$ cat src/rtl/complex_pair_set_table_core_defines.svh
// Assertion macros shared by the set table RTL.
// No dependencies; included by modules that carry concurrent checks.
`ifndef COMPLEX_PAIR_SET_TABLE_CORE_DEFINES_SVH
`define COMPLEX_PAIR_SET_TABLE_CORE_DEFINES_SVH

// Same-cycle implication, sampled on clk and disabled during reset.
`define CPST_ASSERT_NOW(lbl, ante, cons, msg) \
	lbl: assert property (@(posedge clk) disable iff (!arst_n) (ante) |-> (cons)) \
		else $error(msg);

// Next-cycle implication, sampled on clk and disabled during reset.
`define CPST_ASSERT_NEXT(lbl, ante, cons, msg) \
	lbl: assert property (@(posedge clk) disable iff (!arst_n) (ante) |=> (cons)) \
		else $error(msg);

`endif

$ cat src/rtl/cpst_pkg.sv
// Package for the complex pair set table: field types, command and status codes,
// and the control group handed to every table cell. No dependencies.
`timescale 1ns / 1ps
`default_nettype none

package cpst_pkg;

	localparam int CMD_W    = 2;
	localparam int PART_W   = 32;
	localparam int STATUS_W = 2;
	localparam int ENTRY_W  = 5;

	typedef logic [CMD_W-1:0]           cmd_t;
	typedef logic signed [PART_W-1:0]   part_t;
	typedef logic [STATUS_W-1:0]        status_t;
	typedef logic [ENTRY_W-1:0]         entry_t;

	localparam cmd_t CMD_INSERT = 2'd0;
	localparam cmd_t CMD_DELETE = 2'd1;
	localparam cmd_t CMD_LOOKUP = 2'd2;

	localparam status_t STS_OK   = 2'd0;
	localparam status_t STS_MISS = 2'd1;
	localparam status_t STS_FULL = 2'd2;

	// Control shared by all cells for one request.
	typedef struct packed {
		logic cmp;   // register the match of the request pair
		logic ins;   // append the request pair at the tail cell
		logic del;   // close the gap left by the matching cell
	} cell_ctl_t;

endpackage

`default_nettype wire

$ cat src/rtl/cpst_if.sv
// Request and result channel interfaces of the complex pair set table.
// Depends on cpst_pkg for the payload types.
`timescale 1ns / 1ps
`default_nettype none

interface cpst_req_if;
	import cpst_pkg::*;

	logic  valid;
	logic  ready;
	cmd_t  command;
	part_t real_part;
	part_t imag_part;

	modport source (output valid, output command, output real_part, output imag_part,
		input ready);
	modport sink (input valid, input command, input real_part, input imag_part,
		output ready);
endinterface

interface cpst_rsp_if;
	import cpst_pkg::*;

	logic    valid;
	logic    ready;
	status_t status;
	entry_t  entry_count;

	modport source (output valid, output status, output entry_count, input ready);
	modport sink (input valid, input status, input entry_count, output ready);
endinterface

`default_nettype wire

$ cat src/rtl/cpst_cell.sv
// One entry of the set table: a stored pair, its match flag and the shift link
// to its neighbour. Depends on cpst_pkg.
`timescale 1ns / 1ps
`default_nettype none

module cpst_cell (
	input  wire                  clk,
	input  wire                  arst_n,
	input  cpst_pkg::cell_ctl_t  ctl,
	input  wire                  occupied,
	input  wire                  is_tail,
	input  cpst_pkg::part_t      op_re,
	input  cpst_pkg::part_t      op_im,
	input  cpst_pkg::part_t      nxt_re,
	input  cpst_pkg::part_t      nxt_im,
	input  wire                  shift_in,
	output cpst_pkg::part_t      cur_re,
	output cpst_pkg::part_t      cur_im,
	output logic                 hit_q,
	output logic                 shift_out
);
	import cpst_pkg::*;

	part_t re_q;
	part_t im_q;

	// A cell at or beyond the deleted entry takes its neighbour's pair.
	assign shift_out = shift_in | hit_q;
	assign cur_re    = re_q;
	assign cur_im    = im_q;

	always_ff @(posedge clk or negedge arst_n) begin
		if (!arst_n) begin
			hit_q <= 1'b0;
		end else if (ctl.cmp) begin
			hit_q <= occupied && (re_q == op_re) && (im_q == op_im);
		end
	end

	always_ff @(posedge clk) begin
		if (ctl.ins && is_tail) begin
			re_q <= op_re;
			im_q <= op_im;
		end else if (ctl.del && shift_out) begin
			re_q <= nxt_re;
			im_q <= nxt_im;
		end
	end

endmodule

`default_nettype wire

$ cat src/rtl/complex_pair_set_table_core.sv
// Complex pair set table: insert, delete and lookup of integer complex pairs
// kept in insertion order in a row of cells. Depends on cpst_pkg, cpst_if,
// cpst_cell and the assertion macro header.
//
// Usage:
//   req carries one request: a command (insert, delete, lookup) and a pair.
//   rsp returns exactly one result per request: a status and the entry count
//   after the request has taken effect.
//   A request accepted into the input registers is compared against every cell
//   in the compare state, its match registered, and applied in the apply state,
//   when the result is loaded into the output register. A new request can be
//   accepted in the apply cycle, while the previous one is applied, but not
//   while it is compared; the request rate is set by the registered compare of
//   all cells followed by the apply step that shifts the row.
//   Reset empties the table; stored pairs are not cleared, only the count.
//   When the receiver stalls, the result holds in the output register; one
//   further request may be accepted and compared, and it then waits in the
//   apply step with req.ready low until the held result is taken.
`timescale 1ns / 1ps
`default_nettype none
`include "complex_pair_set_table_core_defines.svh"

module complex_pair_set_table_core #(
	parameter int unsigned CAPACITY = 16
) (
	input wire         clk,
	input wire         arst_n,
	cpst_req_if.sink   req,
	cpst_rsp_if.source rsp
);
	import cpst_pkg::*;

	localparam int CNT_W = $clog2(CAPACITY + 1);

	typedef enum logic [1:0] {
		S_IDLE,
		S_CMP,
		S_APPLY
	} state_t;

	state_t              state_q;
	logic [CNT_W-1:0]    count_q;
	logic                out_valid_q;
	status_t             status_q;
	entry_t              entry_q;

	cmd_t                cmd_s1;
	part_t               re_s1;
	part_t               im_s1;

	cell_ctl_t           ctl;
	logic [CAPACITY-1:0] hit_vec;
	logic [CAPACITY:0]   shift_chain;
	part_t               cur_re [CAPACITY];
	part_t               cur_im [CAPACITY];

	logic                out_free;
	logic                do_apply;
	logic                accept;
	logic                found;
	logic                full;
	status_t             status_nxt;
	logic [CNT_W-1:0]    count_nxt;

	assign out_free  = !out_valid_q || rsp.ready;
	assign do_apply  = (state_q == S_APPLY) && out_free;
	assign req.ready = (state_q == S_IDLE) || do_apply;
	assign accept    = req.valid && req.ready;

	assign found = |hit_vec;
	assign full  = (count_q == CNT_W'(CAPACITY));

	assign ctl.cmp = (state_q == S_CMP);
	assign ctl.ins = do_apply && (cmd_s1 == CMD_INSERT) && !found && !full;
	assign ctl.del = do_apply && (cmd_s1 == CMD_DELETE);

	assign shift_chain[0] = 1'b0;

	for (genvar k = 0; k < CAPACITY; k++) begin : g_cell
		part_t nxt_re;
		part_t nxt_im;

		if (k < CAPACITY - 1) begin : g_mid
			assign nxt_re = cur_re[k+1];
			assign nxt_im = cur_im[k+1];
		end else begin : g_last
			// After a delete that shifts it, the last cell is unoccupied, so its new contents never matter.
			assign nxt_re = re_s1;
			assign nxt_im = im_s1;
		end

		cpst_cell u_cell (
			.clk       (clk),
			.arst_n    (arst_n),
			.ctl       (ctl),
			.occupied  (CNT_W'(k) < count_q),
			.is_tail   (CNT_W'(k) == count_q),
			.op_re     (re_s1),
			.op_im     (im_s1),
			.nxt_re    (nxt_re),
			.nxt_im    (nxt_im),
			.shift_in  (shift_chain[k]),
			.cur_re    (cur_re[k]),
			.cur_im    (cur_im[k]),
			.hit_q     (hit_vec[k]),
			.shift_out (shift_chain[k+1])
		);
	end

	always_comb begin
		count_nxt = count_q;
		unique case (cmd_s1)
			CMD_INSERT: begin
				if (found) begin
					status_nxt = STS_MISS;
				end else if (full) begin
					status_nxt = STS_FULL;
				end else begin
					status_nxt = STS_OK;
					count_nxt  = count_q + CNT_W'(1);
				end
			end
			CMD_DELETE: begin
				if (found) begin
					status_nxt = STS_OK;
					count_nxt  = count_q - CNT_W'(1);
				end else begin
					status_nxt = STS_MISS;
				end
			end
			default: begin
				// Lookup, and the unused code treated as one.
				status_nxt = found ? STS_OK : STS_MISS;
			end
		endcase
	end

	always_ff @(posedge clk or negedge arst_n) begin
		if (!arst_n) begin
			state_q     <= S_IDLE;
			count_q     <= '0;
			out_valid_q <= 1'b0;
			status_q    <= STS_OK;
			entry_q     <= '0;
		end else begin
			unique case (state_q)
				S_IDLE: begin
					if (accept) begin
						state_q <= S_CMP;
					end
				end
				S_CMP: begin
					state_q <= S_APPLY;
				end
				S_APPLY: begin
					if (do_apply) begin
						state_q <= accept ? S_CMP : S_IDLE;
					end
				end
				default: begin
					state_q <= S_IDLE;
				end
			endcase

			if (do_apply) begin
				out_valid_q <= 1'b1;
				status_q    <= status_nxt;
				entry_q     <= ENTRY_W'(count_nxt);
				count_q     <= count_nxt;
			end else if (rsp.ready) begin
				out_valid_q <= 1'b0;
			end
		end
	end

	always_ff @(posedge clk) begin
		if (accept) begin
			cmd_s1 <= req.command;
			re_s1  <= req.real_part;
			im_s1  <= req.imag_part;
		end
	end

	assign rsp.valid       = out_valid_q;
	assign rsp.status      = status_q;
	assign rsp.entry_count = entry_q;

	`CPST_ASSERT_NOW(a_count_range, 1'b1, count_q <= CNT_W'(CAPACITY), "entry count beyond capacity")
	`CPST_ASSERT_NOW(a_single_hit, state_q == S_APPLY, $onehot0(hit_vec), "pair stored twice")
	`CPST_ASSERT_NEXT(a_count_hold, !do_apply, $stable(count_q), "count moved outside apply")

endmodule

`default_nettype wire
$ cat src/flat_wrapper.sv
// flat-port wrapper written by rule: the top's interface ports become plain ports
module complex_pair_set_table_core_flat import cpst_pkg::*;
#(
	parameter int unsigned CAPACITY = 16
)
  (clk, arst_n, req_valid, req_command, req_real_part, req_imag_part, req_ready, rsp_valid, rsp_status, rsp_entry_count, rsp_ready);
  cpst_req_if req_i ();
  cpst_rsp_if rsp_i ();
  input wire clk;
  input wire arst_n;
  input wire logic [$bits(req_i.valid)-1:0] req_valid;
  input wire logic [$bits(req_i.command)-1:0] req_command;
  input wire logic [$bits(req_i.real_part)-1:0] req_real_part;
  input wire logic [$bits(req_i.imag_part)-1:0] req_imag_part;
  output wire logic [$bits(req_i.ready)-1:0] req_ready;
  output wire logic [$bits(rsp_i.valid)-1:0] rsp_valid;
  output wire logic [$bits(rsp_i.status)-1:0] rsp_status;
  output wire logic [$bits(rsp_i.entry_count)-1:0] rsp_entry_count;
  input wire logic [$bits(rsp_i.ready)-1:0] rsp_ready;
  assign req_i.valid = req_valid;
  assign req_i.command = req_command;
  assign req_i.real_part = req_real_part;
  assign req_i.imag_part = req_imag_part;
  assign req_ready = req_i.ready;
  assign rsp_valid = rsp_i.valid;
  assign rsp_status = rsp_i.status;
  assign rsp_entry_count = rsp_i.entry_count;
  assign rsp_i.ready = rsp_ready;
  complex_pair_set_table_core #(.CAPACITY(CAPACITY)) u_core (.clk(clk), .arst_n(arst_n), .req(req_i), .rsp(rsp_i));
endmodule
$ cat config.mk
export PLATFORM = sky130hd
export DESIGN_NAME = complex_pair_set_table_core_flat
export DESIGN_NICKNAME = d
export VERILOG_FILES = /design/src/rtl/cpst_pkg.sv /design/src/rtl/cpst_if.sv /design/src/rtl/cpst_cell.sv /design/src/rtl/complex_pair_set_table_core.sv /design/src/flat_wrapper.sv
export VERILOG_INCLUDE_DIRS = /design/src /design/src/rtl
export SDC_FILE = /design/constraint.sdc
export NUM_CORES = 2
export LEC_CHECK = 0
export BUFFER_PORTS_ARGS = -buffer_cell sky130_fd_sc_hd__buf_4
export CORE_UTILIZATION = 35
export CTS_CLUSTER_SIZE = 14
export DETAILED_ROUTE_END_ITERATION = 6
export HOLD_SLACK_MARGIN = 0.06
export PLACE_DENSITY = 0.59
export REMOVE_ABC_BUFFERS = 1
export SLEW_MARGIN = 10
export SYNTH_ARGS = -nofsm -noshare
export SYNTH_HDL_FRONTEND = slang
export SYNTH_SLANG_ARGS = --single-unit
$ cat constraint.sdc
create_clock -name clk -period 16 [get_ports clk]
set_input_delay 2.4 -clock clk [delete_from_list [all_inputs] [get_ports clk]]
set_output_delay 2.4 -clock clk [all_outputs]
set_load 0.005 [all_outputs]
* Yosys cells after proc, flatten, opt, wreduce, memory -nomap -nowiden
Index checks and enable logic that the tools add are counted.
** Storage, ports and cells
- Flip-flop bits (word level) :: 1116
- Bits of input ports :: 70
- Output and inout bits :: 9
- Logic and storage cells :: 321
** Cells by class
- Add/subtract/negate cells :: 2
- Order comparisons :: 16
- Equal/unequal tests :: 56
- Multiplexer cells :: 78
- Bitwise gates (word level) :: 15
- Reduce and logical (&&, ||, !) cells :: 99
** Operators with widths (count)
- $mux W32 :: 64
- $eq A32 B32 Y1 :: 32
- $logic_and A1 B1 Y1 :: 70
- $eq A4 B5 Y1 const A :: 8
- $lt A4 B5 Y1 const A :: 8
- $reduce_bool A2 Y1 :: 18
- $eq A3 B5 Y1 const A :: 4
- $lt A3 B5 Y1 const A :: 4
- $reduce_or A16 Y1 :: 1
- $mux W5 :: 3
- $or A1 B1 Y1 :: 15
- $eq A2 B5 Y1 const A :: 2
- $lt A1 B5 Y1 const A :: 2
- $lt A2 B5 Y1 const A :: 2
- $mux W2 :: 5
- $pmux W5 S2 :: 1
- $ne A2 B1 Y1 const B :: 3
- $pmux W2 S3 :: 1
- $add A5 B1 Y5 const B :: 1
- $eq A1 B5 Y1 const A :: 1
- $eq A5 B5 Y1 const B :: 1
- $logic_not A5 Y1 :: 1
- $reduce_and A5 Y1 :: 1
- $sub A5 B1 Y5 const B :: 1
- other kinds (8) :: 17

* Depth between registers and ports, before layout
- Word-level depth :: 18
- Depth in mapped cells :: 10
- Depth with buffers taken out :: 7

* By module
A second synthesis with hierarchy kept.
** Second synthesis, totals
- Cells, all modules :: 4297
- Area, all modules :: 58910.2 um2
** Modules (own cells, without submodules)
- cpst_cell :: times used 16, cells each 257, area an instance 3500.9 um2, seq. area each 1946.9 um2
- complex_pair_set_table_core :: times used 1, cells each 185, area an instance 2896.5 um2, seq. area each 2232.1 um2

* Worst setup path before layout
No wires, ideal clock.
- Path kind :: input -> register
- Start :: in rsp_ready
- End :: reg u_core.g_cell[14].u_cell.im_q[0], enable pin
- Setup time :: 0.574 ns
- Data arrival time :: 7.418 ns
- Required time :: 15.426 ns
- Slack :: 8.008 ns
- Cell stages on the path :: 3
- Path buffers :: 0
- Cells stage by stage :: nor2b_1 -> or3_1 -> o21ai_0
** Between the ends
- Cells in the longest elaborated chain, start to end :: 7
- Elaborated cells between the ends (all ways) :: 9
- Those cells by class :: 9 x reduce/logical
** Ends and longest elaborated chain
- start: declaration :: RTL line flat_wrapper.sv:19 : input wire logic [$bits(rsp_i.ready)-1:0] rsp_ready;
- $logic_or A1 B1 Y1 (*) :: RTL line complex_pair_set_table_core.sv:65 : assign out_free = !out_valid_q || rsp.ready;
- $logic_and A1 B1 Y1 (*) :: RTL line complex_pair_set_table_core.sv:66 : assign do_apply = (state_q == S_APPLY) && out_free;
- $logic_and A1 B1 Y1 (3 in series) :: RTL line complex_pair_set_table_core.sv:74 : assign ctl.ins = do_apply && (cmd_s1 == CMD_INSERT) && !found && !full;
- $logic_and A1 B1 Y1 :: RTL line cpst_cell.sv:41 : if (ctl.ins && is_tail) begin
- $reduce_bool A2 Y1 (no source line) (*)
- end signal: assignment :: RTL line cpst_cell.sv:43 : im_q <= op_im;
- end signal: assignment :: RTL line cpst_cell.sv:46 : im_q <= nxt_im;
- end: declaration :: RTL line cpst_cell.sv:25 : part_t im_q;
Every way passes the cells marked *; elsewhere a longest branch is shown, timed or not.
A chain may end at the register's enable or synchronous reset.

* Worst setup path in the final report
- Start :: in rsp_ready
- End :: out req_ready
** Between the ends
- Cells in the longest elaborated chain, start to end :: 3
** Ends and longest elaborated chain
- $logic_or A1 B1 Y1 :: RTL line complex_pair_set_table_core.sv:65
- $logic_and A1 B1 Y1 :: RTL line complex_pair_set_table_core.sv:66
- $logic_or A1 B1 Y1 :: RTL line complex_pair_set_table_core.sv:67 : assign req.ready = (state_q == S_IDLE) || do_apply;
- end: declaration :: RTL line flat_wrapper.sv:15 : output wire logic [$bits(req_i.ready)-1:0] req_ready;
No other way between the ends.

==> run_results.csv <==
group,metric,value,unit
layout,fillers,15600,
clock_network,clkSinkCount,1116,
routing,drt-pass1-iter-count,5,
grt,grt_usage,0.253,
placed_design,placed_cells,6164,
clock_network,cts_made_buffers,132,
critical_path,start_kind,"primary input",
logic_synthesis,yosysUniqueCellTypes,60,
pwr,p_leak,22.2,nW
layout,utilization,0.395,
worst_hold_path,hold_path_class,"reg -> reg",
grt,grt_pass1_wl,298000,um
sta,period_minus_slack,5.39,ns
critical_path,cpPeakStageDelay,0.19,ns
sta,report.final.slew_viol_count,0,
floorplan,die_h,413,um
routing,drc_errors,0,
critical_path,cpMaxStageDelayCell,"nor2b_1",
critical_path,crit_fanout,3,
critical_path,worstSetupPathType,"in -> out",
placed_design,place_congestion,0.971,
floorplan,start_util,0.353,
pwr,switching_share,0.259,
logic_synthesis,synth_seq_area_share,0.565,
logic_synthesis,yosysWarnings,0,
sta,rsz0062_at_grt,"false",
critical_path,worstSetupEndpointType,"primary output",
layout,regArea,0.0334,mm^2
grt,grt_max_degree,66,
logic_synthesis,synth.avg_cell_area,14.5,um^2
floorplan,core-area,0.167,mm^2
layout,drive_above_1_share,0.306,
logic_synthesis,synth_ff_type,"edfxtp_1",
routing,viasPerCell,5.80,
pwr,combPwrFrac,0.102,
pwr,pwr-share-clk,0.425,
clock_network,cts-htree-levels,4,
sta,skew,0.0296,ns
floorplan,die_w,413,um
placed_design,post-dp-hpwl,153000,um
logic_synthesis,syn-cell-area,0.0591,mm^2
pwr,powerDensity,105,mW/mm^2
sta,tightestPinTransition,1.27,ns
run_status,status,"complete, no violations",
critical_path,crit_top_cell,"buf_4",
run,drv_cap,0,
clock_network,cts_root_buf,"clkbuf_16",
pwr,ir_drop,0.103,mV
layout,nets,4170,
clock_network,cts_tree,"yes",
clock_network,cts.path.max_buffers,3,
placed_design,io_buffers,78,
routing,drt_iter0_drc,4825,
grt,grt-ovfl-total,0,
routing,ant_nets,0,
sta,hold_viol_final,0,
grt,grt_pass1_vias,36200,
floorplan,dieArea,0.171,mm^2
critical_path,crit_chain,"buf_4 -> nor2b_1 -> a21oi_1 -> buf_4",
clock_network,post-cts-setup-buffers,0,
critical_path,critPathArrivalTime,2.99,ns
sta,slew_headroom,0.133,
clock_network,clock_latency,0.77,ns
pwr,p_sw,1.79,mW
layout,fin_cells,6401,
critical_path,cp_data_required_time,13.60,ns
sta,setup_viol,0,
layout,multi_input_area,0.0239,mm^2
clock_network,cts.clk_slew.worst_paths,0.06,ns
grt,antenna_found_initial,10,
logic_synthesis,synth-seq-cells,1116,
logic_synthesis,synth_edf_count,1090,
routing,wire_per_inst,34.4,um
pwr,seq_power_share,0.473,
sta,fin_crit_sh,0.337,
sta,timing.fmax,0.185,GHz
floorplan,rows,150,
layout,syn_to_final_growth,11.7,%
clock_network,cts.repair.resized,0,
floorplan,pin_count,79,
sta,fin_setup_tns,0,ns
pwr,p_int,5.13,mW
logic_synthesis,ys_async_sr_fraction,0.0233,
clock_network,cts_hold_buf,0,
logic_synthesis,syn_inst,4071,
routing,finalWirelength,220000,um
routing,vias,37100,
pwr,p_total,6.92,mW
routing by layer:
layer | global-route usage | wire, um | vias up
li1 | - | - | 15300
met1 | 0.338 | 90000 | 19400
met2 | 0.402 | 102000 | 1970
met3 | 0.0493 | 18800 | 423
met4 | 0.102 | 9400 | 4
met5 | 0 | 16 | -
worst max-delay path, delay by kind of cell:
kind / cells / cell delay (ns)
and+or+nand+nor: 1 / 0.19
AOI/OAI and AO/OA: 1 / 0.13
buffers and inverters: 2 / 0.26
logic make-up (layout without fill, tap and decap cells):
group,Yosys count,after routing,share of synthesized area
flip-flops,1116,1116,0.565
multiplexers,962,962,0.195
XOR/XNOR,820,820,0.121
AND/OR/NAND/NOR,510,510,0.0513
buffers and inverters,418,543,0.0351
AO/OA/AOI/OAI,239,239,0.0315
adder cells (fa/ha/maj),6,6,0.00127
other,0,1,0
cell type report:
class / count / share of cell area
Timing Repair Buffer: 219 / 0.0249
Tap cell: 2204 / 0.0417
Multi-Input combinational cell: 2537 / 0.361
Antenna cell: 1 / 0.0000379
Clock inverter: 60 / 0.00858
Sequential cell: 1116 / 0.505
Clock buffer: 176 / 0.0533
Inverter: 88 / 0.00500
state kept, by name, indices dropped and copies added, names as in the netlist:
name,flops
u_core.g_cell.u_cell.cur_im,512
u_core.rsp.status,2
u_core.g_cell.u_cell.hit_q,16
u_core.g_cell.nxt_im,32
u_core.cmd_s1,2
u_core.count_q,5
u_core.g_cell.nxt_re,32
u_core.g_cell.u_cell.cur_re,512
u_core.state_q,2
u_core.rsp.valid,1
power by group through the flow:
stage	registers (mW)	logic, mW	clock network (mW)
6_report	3.28	0.707	2.94
5_1_grt	3.28	0.723	3.07
4_1_cts	3.27	0.692	2.97
3_5_place_dp	3.33	0.689	0
3_3_place_gp	3.33	0.689	0
2_1_floorplan	3.39	0.263	0
cell usage in the layout (no fill, tap or decap), types with 20 or more instances in the layout:
cell | netlist | final
edfxtp_1 | 1090 | 1090
mux2_2 | 668 | 668
xnor2_1 | 572 | 572
xor2_1 | 248 | 248
buf_4 | 21 | 219
mux2_4 | 192 | 192
nand4_1 | 167 | 167
clkbuf_16 | 0 | 133
nor4_1 | 111 | 111
inv_1 | 82 | 82
mux2_1 | 76 | 76
nand2b_1 | 70 | 70
o22ai_1 | 47 | 47
a22o_1 | 40 | 40
clkbuf_1 | 178 | 40
nand2_1 | 43 | 35
o2bb2ai_1 | 34 | 34
clkinv_1 | 6 | 32
mux2i_1 | 26 | 26
dfrtp_1 | 26 | 26
nor3_1 | 26 | 24
nand3_1 | 26 | 22
o2111ai_1 | 22 | 22
nor2_1 | 20 | 20
cell usage after synthesis, types with 3 or more instances:
library cell	number	area share
clkbuf_1	178	0.011
xnor2_1	572	0.085
nand3_2	6	0.0010
a2111oi_0	12	0.0018
mux2_2	668	0.13
nand2_1	43	0.0027
inv_1	82	0.0052
a211oi_1	5	0.00063
ha_1	6	0.0013
buf_4	21	0.0027
a21oi_1	8	0.00068
o22ai_1	47	0.0050
buf_1	55	0.0035
o2bb2ai_1	34	0.0050
xor2_1	248	0.037
or4_1	3	0.00038
edfxtp_1	1090	0.55
nand3_1	26	0.0022
o21ai_0	15	0.0013
dfrtp_1	26	0.011
a222oi_1	3	0.00051
mux2_1	76	0.014
o2111ai_1	22	0.0033
a221oi_1	9	0.0013
or3_1	3	0.00032
nor2_1	20	0.0013
nor4_1	111	0.012
and3_1	4	0.00042
buf_2	23	0.0019
nand4_1	167	0.018
nand2b_1	70	0.0074
o221ai_1	13	0.0019
clkinv_1	6	0.00038
mux2i_1	26	0.0044
o31ai_1	17	0.0022
nor2b_1	18	0.0019
a22o_1	40	0.0059
nor3_1	26	0.0022
mux2_4	192	0.049
buf_6	53	0.010
and2_1	3	0.00032
path summary, 6_finish.rpt:
path	start	slack, ns	end	cells past startpoint
worst max-delay path	rsp_ready	10.61	req_ready	4
worst min-delay path	u_core.g_cell[12].u_cell.hit_q$_DFFE_PN0N_	0.52	u_core.g_cell[12].u_cell.hit_q$_DFFE_PN0N_	2
worst max register to register	u_core.g_cell[0].u_cell.hit_q$_DFFE_PN0N_	11.24	u_core.g_cell[14].u_cell.cur_im[1]$_DFFE_PP_	7
worst min register to register	u_core.g_cell[12].u_cell.hit_q$_DFFE_PN0N_	0.52	u_core.g_cell[12].u_cell.hit_q$_DFFE_PN0N_	2
max in group asynchronous	arst_n	13.71	u_core.g_cell[11].u_cell.hit_q$_DFFE_PN0N_	1
min in group asynchronous	arst_n	1.72	u_core.g_cell[5].u_cell.hit_q$_DFFE_PN0N_	1
through the flow:
| step | setup WS, ns | hold WS [ns] | cell area [um^2] |
|---|---|---|---|
| floorplan | 5.16 | 0.440 | 57400 |
| global placement | 9.95 | 0.482 | 62000 |
| detailed placement | 10.03 | 0.497 | 62000 |
| CTS | 10.61 | 0.509 | 66100 |
| global route | 10.55 | 0.536 | 66100 |
| finish | 10.61 | 0.522 | 66100 |
Note: power is estimated with default switching activity, not from simulation.
